==> src/tmcg_pkg.sv <==
`timescale 1ns / 1ps

package tmcg_pkg;

	// Raster geometry
	localparam int COLUMNS        = 40;
	localparam int ROWS           = 25;
	localparam int LINES_PER_CHAR = 8;

	// Memory sizes
	localparam int SCREEN_WORDS = 1024;
	localparam int GLYPH_WORDS  = 2048;
	localparam int SCR_AW       = $clog2(SCREEN_WORDS);
	localparam int GLYPH_AW     = $clog2(GLYPH_WORDS);
	localparam int CLR_W        = $clog2(SCREEN_WORDS + 1);

	// Field widths
	localparam int CMD_W  = 2;
	localparam int ADDR_W = 11;
	localparam int DATA_W = 8;
	localparam int COL_W  = 6;
	localparam int LINE_W = 3;
	localparam int ROW_W  = 5;
	localparam int PROW_W = ROW_W + LINE_W;
	localparam int CELL_W = $clog2(ROWS * COLUMNS);

	// Character code layout: low bits select the glyph, top bit inverts
	localparam int GLYPH_SEL_W = 7;
	localparam int INVERT_BIT  = 7;

	typedef enum logic [CMD_W-1:0] {
		CMD_TICK   = 2'd0,
		CMD_SCREEN = 2'd1,
		CMD_GLYPH  = 2'd2
	} cmd_t;

	typedef logic [SCR_AW-1:0]   screen_addr_t;
	typedef logic [GLYPH_AW-1:0] glyph_addr_t;
	typedef logic [CELL_W-1:0]   cell_t;

	// Raster position handed from the position counters to the pipeline
	typedef struct packed {
		logic [COL_W-1:0]  col;
		logic [LINE_W-1:0] line;
		logic [ROW_W-1:0]  row;
		cell_t             cell_addr;
	} pos_t;

endpackage

==> src/tmcg_raster.sv <==
`timescale 1ns / 1ps

module tmcg_raster (
	input  logic            clk,
	input  logic            arst_n,
	input  logic            advance,
	output tmcg_pkg::pos_t  pos
);

	logic [tmcg_pkg::COL_W-1:0]  col_q;
	logic [tmcg_pkg::LINE_W-1:0] line_q;
	logic [tmcg_pkg::ROW_W-1:0]  row_q;
	tmcg_pkg::cell_t             base_q;

	// Advance column, then scan line, then row; track the row's first cell
	always_ff @(posedge clk or negedge arst_n) begin
		if (!arst_n) begin
			col_q  <= '0;
			line_q <= '0;
			row_q  <= '0;
			base_q <= '0;
		end else if (advance) begin
			if (col_q == tmcg_pkg::COL_W'(tmcg_pkg::COLUMNS - 1)) begin
				col_q <= '0;
				if (line_q == tmcg_pkg::LINE_W'(tmcg_pkg::LINES_PER_CHAR - 1)) begin
					line_q <= '0;
					if (row_q == tmcg_pkg::ROW_W'(tmcg_pkg::ROWS - 1)) begin
						row_q  <= '0;
						base_q <= '0;
					end else begin
						row_q  <= row_q + 1'b1;
						base_q <= base_q + tmcg_pkg::CELL_W'(tmcg_pkg::COLUMNS);
					end
				end else begin
					line_q <= line_q + 1'b1;
				end
			end else begin
				col_q <= col_q + 1'b1;
			end
		end
	end

	// Cell address is the row base plus the column
	assign pos.col       = col_q;
	assign pos.line      = line_q;
	assign pos.row       = row_q;
	assign pos.cell_addr = base_q + tmcg_pkg::CELL_W'(col_q);

endmodule

==> config.mk <==
export PLATFORM = sky130hd
export DESIGN_NAME = tmcg_raster
export DESIGN_NICKNAME = d
export VERILOG_FILES = /design/src/tmcg_pkg.sv /design/src/tmcg_raster.sv
export SDC_FILE = /design/constraint.sdc
export NUM_CORES = 1
export LEC_CHECK = 0
export ABC_CLOCK_PERIOD_IN_PS = 2500
export BUFFER_PORTS_ARGS = -buffer_cell sky130_fd_sc_hd__buf_4
export CAP_MARGIN = 20
export CORE_ASPECT_RATIO = 0.7
export CORE_UTILIZATION = 53
export CTS_CLUSTER_SIZE = 8
export DETAILED_ROUTE_END_ITERATION = 8
export GPL_ROUTABILITY_DRIVEN = 0
export GPL_TIMING_DRIVEN = 0
export PLACE_DENSITY = 0.8
export RECOVER_POWER = 100
export SLEW_MARGIN = 5
export SYNTH_ARGS = -nofsm -noshare
export SYNTH_HDL_FRONTEND = slang
export SYNTH_SLANG_ARGS = --single-unit
==> constraint.sdc <==
create_clock -name clk -period 2.5 [get_ports clk]
set_input_delay 0.5 -clock clk [delete_from_list [all_inputs] [get_ports clk]]
set_output_delay 0.5 -clock clk [all_outputs]
set_load 0.01 [all_outputs]
## Yosys cells after proc, flatten, opt, wreduce, memory -nomap -nowiden

Index checks and enable logic that the tools add are counted.
Widths: inputs -> output; s select.

- Logic and storage cells: 18
- Output and inout bits: 24
- Register bits after elaboration: 24

- Reductions and logical operators: 2
- Eq/ne operators: 3
- Multiplexer cells: 4
- $add $sub $neg: 5

Operators by type and width:

| cell | number |
|---|---|
| $add 10x6->10 | 1 |
| $add 10x6->10 const B | 1 |
| $mux 10 | 1 |
| $add 6x1->6 const B | 1 |
| $eq 6x6->1 const B | 1 |
| $mux 6 | 1 |
| $add 5x1->5 const B | 1 |
| $eq 5x5->1 const B | 1 |
| $mux 5 | 1 |
| $add 3x1->3 const B | 1 |
| $eq 3x3->1 const B | 1 |
| $mux 3 | 1 |
| $reduce_and 3->1 | 1 |
| $reduce_and 2->1 | 1 |

## Longest topological paths before layout

Gate-level depths: netlist of run 1.

- Depth after elaboration: 2
- Depth in mapped cells: 7
- Mapped depth without buffers: 6

## Least setup slack after synthesis of run 1

OpenSTA, ideal clock, no wires.

- Path type: reg-to-output
- From: reg col_q[4] (netlist name)
- To: out pos[9] (netlist name)
- Setup slack: 0.438 ns
- Required time: 2.000 ns
- Cell stages (with the launch flop): 6
- Path buffers: 0
- Arrival: 1.562 ns
- Cell sequence: dfrtp_1 -> ha_1 -> a21o_1 -> a21oi_1 -> nor3b_1 -> xnor2_1

RTL lines:

| element | line | text |
|---|---|---|
| start: declaration | tmcg_raster.sv:10 | `logic [tmcg_pkg::COL_W-1:0] col_q;` |
| start signal: assignment | tmcg_raster.sv:38 | `col_q <= col_q + 1'b1;` |
| end: declaration | tmcg_raster.sv:7 | `output tmcg_pkg::pos_t pos` |

==> impl_metrics.env, run 1 <==
export IMPL_diodes=0
export IMPL_final_period_utilization_pct=96.0
export IMPL_layout_commonest_cell="buf_4"
export IMPL_hpwl_um=1910
export IMPL_synth_top_cell_by_area="dfrtp_1"
export IMPL_clk_pin_slew_worst_paths_ps=110
export IMPL_slowest_delay_ps=440
export IMPL_cp_slowest_cell="dfrtp_1"
export IMPL_setup_violations_final=0
export IMPL_holdWs_ps=379
export IMPL_drv_cap=0
export IMPL_wl_um=2570
export IMPL_synthesis_area_um2=1240
export IMPL_firstDrtPassIters=4
export IMPL_final_cell_area_um2=1510
export IMPL_required_ps=2000
export IMPL_synth_fp_nets=136
export IMPL_cts_tree="built"
export IMPL_power_mw=1.04
export IMPL_dpl_instance_area_um2=1480
export IMPL_synth_cell_types=36
export IMPL_clk_path_buf_depth=2
export IMPL_port_buffers=26
export IMPL_clk_latency_ps=310
export IMPL_grt_pass1_wl_um=4150
export IMPL_status="completed"
export IMPL_syn_area_per_cell_um2=10.0
export IMPL_met2_usage_pct=34.7
export IMPL_final_cells=187
export IMPL_fp_dieH_um=42.5
export IMPL_ant_nets=0
export IMPL_gr_usage_met3_pct=6.48
export IMPL_skew_ps=4.80
export IMPL_ys_seq_area_share_pct=42.3
export IMPL_post_route_util_pct=69.1
export IMPL_start_kind="register"
export IMPL_relSlewSlack_pct=24.5
export IMPL_dieArea_um2=2550
export IMPL_crit_type="reg -> out"
export IMPL_worstPathMaxFanout=4
export IMPL_fin_crit_ps=2400
export IMPL_end_kind="output pin"
export IMPL_placed_cells=182
export IMPL_reg2reg_slack_ps=610
export IMPL_final_nets=168
export IMPL_worst_pin_slew_ps=1130
export IMPL_area_growth_pct=21.6
export IMPL_root_buffer="clkbuf_4"
export IMPL_setup_ws_ps=100
export IMPL_r2r_end="base_q[9]$_DFFE_PN0P_"
export IMPL_ys_ff_latch=21
export IMPL_ys_flop_type="dfrtp_1"
export IMPL_ctsHoldBuffers=0
export IMPL_hold_path_class="in -> async"
export IMPL_fin_setup_tns_ps=0
export IMPL_ir_drop_mv=0.388
export IMPL_grt_overflow=0
export IMPL_num_rows=14
export IMPL_power_density_nw_per_um2=688
export IMPL_antenna_found_initial=0
export IMPL_rr_startpoint="col_q[0]$_DFFE_PN0P_"
export IMPL_synth_edf_count=0
export IMPL_synthArstFlopShare_pct=100
export IMPL_synth_area_leaders="dfrtp_1 42%, ha_1 9.1%, o21ai_0 5.6%"
export IMPL_die_w_um=59.9
export IMPL_grt_busiest_layer="met2"
export IMPL_rsz0062_at_grt="false"
export IMPL_met1_usage_pct=30.5
export IMPL_htreeDepth=1
export IMPL_place_ws_ps=300
export IMPL_first_iter_violations=34
export IMPL_core_area_um2=2190
export IMPL_synth_warnings=0
export IMPL_arrival_ps=1900
export IMPL_hold_viol=0
export IMPL_synth_top_area_share_pct=42.3
export IMPL_cp_cell_sequence="ha_1, a21o_1, a21oi_4, nand2b_1, xnor2_1, buf_4"
export IMPL_drv_slew=0
export IMPL_pin_count=27
export IMPL_synthCells=124
export IMPL_p_leak_nw=0.719
export IMPL_final_cell_mix="26 x buf_4, 21 x dfrtp_1, 14 x o21ai_0"
export IMPL_grt_pass1_vias=903
export IMPL_fmaxAchievable_ghz=0.417
export IMPL_grt_total_usage_pct=22.3
export IMPL_wl_per_cell_um=13.8
export IMPL_initial_core_util_pct=56.8
export IMPL_reg2reg_depth=6
export IMPL_via_per_inst=5.49
export IMPL_numCtsBuffers=3
export IMPL_num_vias=1027
export IMPL_cts_sinks=21
export IMPL_drcViolationCount=0
export IMPL_grt_max_degree=22
export IMPL_drive_gt1_share_pct=25.2
[logic make-up after synthesis]
logic type	after synthesis	share of synthesized area, %
multiplexers	4	3.62
buffers and inverters	16	6.64
XOR/XNOR	9	6.34
flip-flops	21	42.3
AO/OA/AOI/OAI	29	13.4
AND/OR/NAND/NOR	36	18.7
adder cells (fa/ha/maj)	9	9.05
[registers in the layout (all words and copies together) (netlist names)]
signal	flops
line_q	3
row_q	5
base_q	7
col_q	6
[per-layer routing]
metal  up-vias  wire length, um
met2        40             1240
met3         8              124
li1        500                -
met4         0               40
met5         -                0
met1       479             1170
[cell usage after synthesis (2+ instances only)]
cell and count:
inv_1 7, a21o_1 2, nand3_1 5, buf_2 2, and2_1 3, nor2_1 4
nand2_1 9, xnor2_1 4, or3_1 2, nand4_1 2, o21ai_0 14, ha_1 9
o31ai_1 4, clkbuf_1 3, dfrtp_1 21, a21oi_1 5, xor2_1 5, nand2b_1 2
mux2_1 2, mux2_2 2, buf_4 2
[area by class of cell]
cell class,instances,area [um2]
fill,190,677
clock buffer,4,26.3
buffer,9,55.1
timing repair buffer,27,191
sequential,21,526
multi-input combinational,87,648
tap,32,40.0
inverter,7,26.3
[worst max-delay path: cells and delay by family, from the launching register on]
kind                       cells  cell delay (ps)
AOI/OAI and AO/OA              2              410
xor gates and xnor gates       1              120
adders and majority gates      1              350
buffers and inverters          1              130
DFF                            1              440
and+or+nand+nor                1              140
[timing repair]
item | in CTS | in global routing
pin swaps | 0 | 1
resized for setup | 1 | 2
endpoints found under the setup margin | 3 | 3
setup buffers | 0 | 1
[where the power goes]
group	switching, mW	internal [mW]	leakage [nW]
clock network	0.101	0.0623	0.0150
logic	0.189	0.226	0.442
registers	0.0704	0.392	0.262
[worst max path at each step]
stage / start / end / cells after the start
CTS: col_q[4]$_DFFE_PN0P_ / pos[9] / 6
global route: col_q[4]$_DFFE_PN0P_ / pos[7] / 6
floorplan: col_q[4]$_DFFE_PN0P_ / pos[9] / 5
global placement: col_q[4]$_DFFE_PN0P_ / pos[7] / 6
detailed placement: col_q[4]$_DFFE_PN0P_ / pos[9] / 6
finish: col_q[4]$_DFFE_PN0P_ / pos[7] / 6
Note: power is estimated with default switching activity, not from simulation.
==> run 2: changes to the inputs <==
--- a/config.mk
+++ b/config.mk
@@ -8,7 +8,6 @@
 export ABC_CLOCK_PERIOD_IN_PS = 2500
 export BUFFER_PORTS_ARGS = -buffer_cell sky130_fd_sc_hd__buf_4
 export CAP_MARGIN = 20
-export CORE_ASPECT_RATIO = 0.7
 export CORE_UTILIZATION = 53
 export CTS_CLUSTER_SIZE = 8
 export DETAILED_ROUTE_END_ITERATION = 8
==> run 2 against run 1 <==
Effect of this change: utilization shrank 2.4 points; wire length shrank 7.6%; non-clock buffer count grew 1; hold slack is essentially flat; critical path depth is the same; register-to-register slack gained 70 ps; worst setup slack lost 4.2 ps; combinational power shrank 5.5%; global-route usage shrank 1.1 points; clock power is essentially flat; count of clock-buffer cells in the layout is the same.
==> impl_metrics.env, run 2 (synthesized netlist as in run 1, its figures left out) <==
export IMPL_power_density_nw_per_um2=688
export IMPL_final_cell_mix="20 x dfrtp_1, 19 x clkbuf_1, 16 x buf_4"
export IMPL_p_leak_nw=0.678
export IMPL_dieArea_um2=2540
export IMPL_grt_max_degree=22
export IMPL_ctsHoldBuffers=0
export IMPL_clk_path_buf_depth=2
export IMPL_final_nets=169
export IMPL_switching_share_pct=34.9
export IMPL_start_kind="register"
export IMPL_relSlewSlack_pct=25.6
export IMPL_largest_reg_flops=7
export IMPL_ant_nets=0
export IMPL_hold_viol=0
export IMPL_wl_per_cell_um=12.9
export IMPL_wl_um=2380
export IMPL_place_ws_ps=317
export IMPL_port_buffers=26
export IMPL_first_iter_violations=19
export IMPL_comb_power_share_pct=38.7
export IMPL_largest_register="base_q"
export IMPL_post_route_util_pct=66.7
export IMPL_firstDrtPassIters=4
export IMPL_fmaxAchievable_ghz=0.416
export IMPL_clk_latency_ps=300
export IMPL_status="completed"
export IMPL_grt_overflow=0
export IMPL_core_area_um2=2210
export IMPL_rsz0062_at_grt="false"
export IMPL_htreeDepth=1
export IMPL_drv_slew=0
export IMPL_crit_type="reg -> out"
export IMPL_final_period_utilization_pct=96.2
export IMPL_antenna_found_initial=0
export IMPL_end_kind="output pin"
export IMPL_reg_top3="base_q: 7 flops, col_q: 6 flops, row_q: 5 flops"
export IMPL_diodes=0
export IMPL_fin_crit_ps=2400
export IMPL_power_frac_clock_pct=16.0
export IMPL_root_buffer="clkbuf_4"
export IMPL_arrival_ps=1900
export IMPL_worstPathMaxFanout=4
export IMPL_num_rows=17
export IMPL_grt_pass1_wl_um=4080
export IMPL_fp_dieH_um=50.4
export IMPL_setup_ws_ps=95.9
export IMPL_cts_sinks=21
export IMPL_worst_pin_slew_ps=1120
export IMPL_via_per_inst=5.36
export IMPL_clk_pin_slew_worst_paths_ps=110
export IMPL_pwr_share_seq_pct=45.4
export IMPL_grt_total_usage_pct=21.3
export IMPL_final_cell_area_um2=1480
export IMPL_power_switching_mw=0.354
export IMPL_initial_core_util_pct=56.2
export IMPL_hold_path_class="in -> async"
export IMPL_drv_cap=0
export IMPL_numCtsBuffers=3
export IMPL_dpl_instance_area_um2=1470
export IMPL_die_w_um=50.4
export IMPL_required_ps=2000
export IMPL_skew_ps=1.34
export IMPL_area_growth_pct=18.6
export IMPL_hpwl_um=1770
export IMPL_ir_drop_mv=0.533
export IMPL_p_int_mw=0.661
export IMPL_layout_commonest_cell="dfrtp_1"
export IMPL_holdWs_ps=380
export IMPL_pin_count=27
export IMPL_num_vias=987
export IMPL_setup_violations_final=0
export IMPL_cts_tree="built"
export IMPL_fin_setup_tns_ps=0
export IMPL_drcViolationCount=0
export IMPL_drive_gt1_share_pct=19.2
export IMPL_grt_pass1_vias=898
run 2: changes by cell type in the layout (fill, tap and decap cells not counted), sizes merged:
cell	previous run	this run
buf	28	18
clkbuf	11	22
run 2: stage by stage:
step,total power [mW],instances
6_report,1.01,184
5_1_grt,1.08,184
4_1_cts,1.03,182
3_5_place_dp,0.869,178
3_3_place_gp,0.841,178
2_1_floorplan,0.665,124
run 2: worst max-delay path: stages, from the launching register on:
cell      delay [ps]
dfrtp_2          440
ha_1             330
a21o_1           240
a21oi_4          200
nand2b_1         140
xnor2_1          120
buf_4            130
run 2: cell type report:
cell class / count / area [um2]
Multi-Input combinational cell: 87 / 648
Sequential cell: 21 / 527
Inverter: 7 / 26.3
Timing Repair Buffer: 28 / 158
Buffer: 9 / 55.1
Clock buffer: 4 / 26.3
Fill cell: 200 / 737
Tap cell: 28 / 35.0
run 2: layer usage:
layer / GRT usage (%) / wire length, um / up-vias
li1: - / - / 502
met4: 6.94 / 23 / 0
met2: 34.7 / 1150 / 25
met3: 2.73 / 76 / 4
met5: 0 / 0 / -
met1: 29.2 / 1130 / 456
run 2: repair_timing:
item,CTS,global route
setup endpoints to repair,2,3
pin swaps,0,0
buffers inserted,0,2
resized for setup,1,3
run 2: final timing paths:
kind	from	to	slack [ps]	cells past startpoint
hold / removal	arst_n	base_q[7]$_DFFE_PN0P_	380	1
min in group clk	advance	col_q[0]$_DFFE_PN0P_	400	2
max in group asynchronous	arst_n	col_q[4]$_DFFE_PN0P_	1380	1
setup reg to reg	col_q[0]$_DFFE_PN0P_	line_q[0]$_DFFE_PN0P_	680	6
setup / recovery	col_q[4]$_DFFE_PN0P_	pos[7]	100	6
hold reg to reg	base_q[8]$_DFFE_PN0P_	base_q[8]$_DFFE_PN0P_	540	1
run 2: power by group through the flow:
| stage | Combinational (mW) | Clock, mW | Sequential, mW |
|---|---|---|---|
| CTS | 0.402 | 0.167 | 0.465 |
| detailed placement | 0.396 | 0 | 0.472 |
| finish | 0.392 | 0.162 | 0.461 |
| global route | 0.429 | 0.182 | 0.470 |
| floorplan | 0.183 | 0 | 0.482 |
| global placement | 0.376 | 0 | 0.465 |
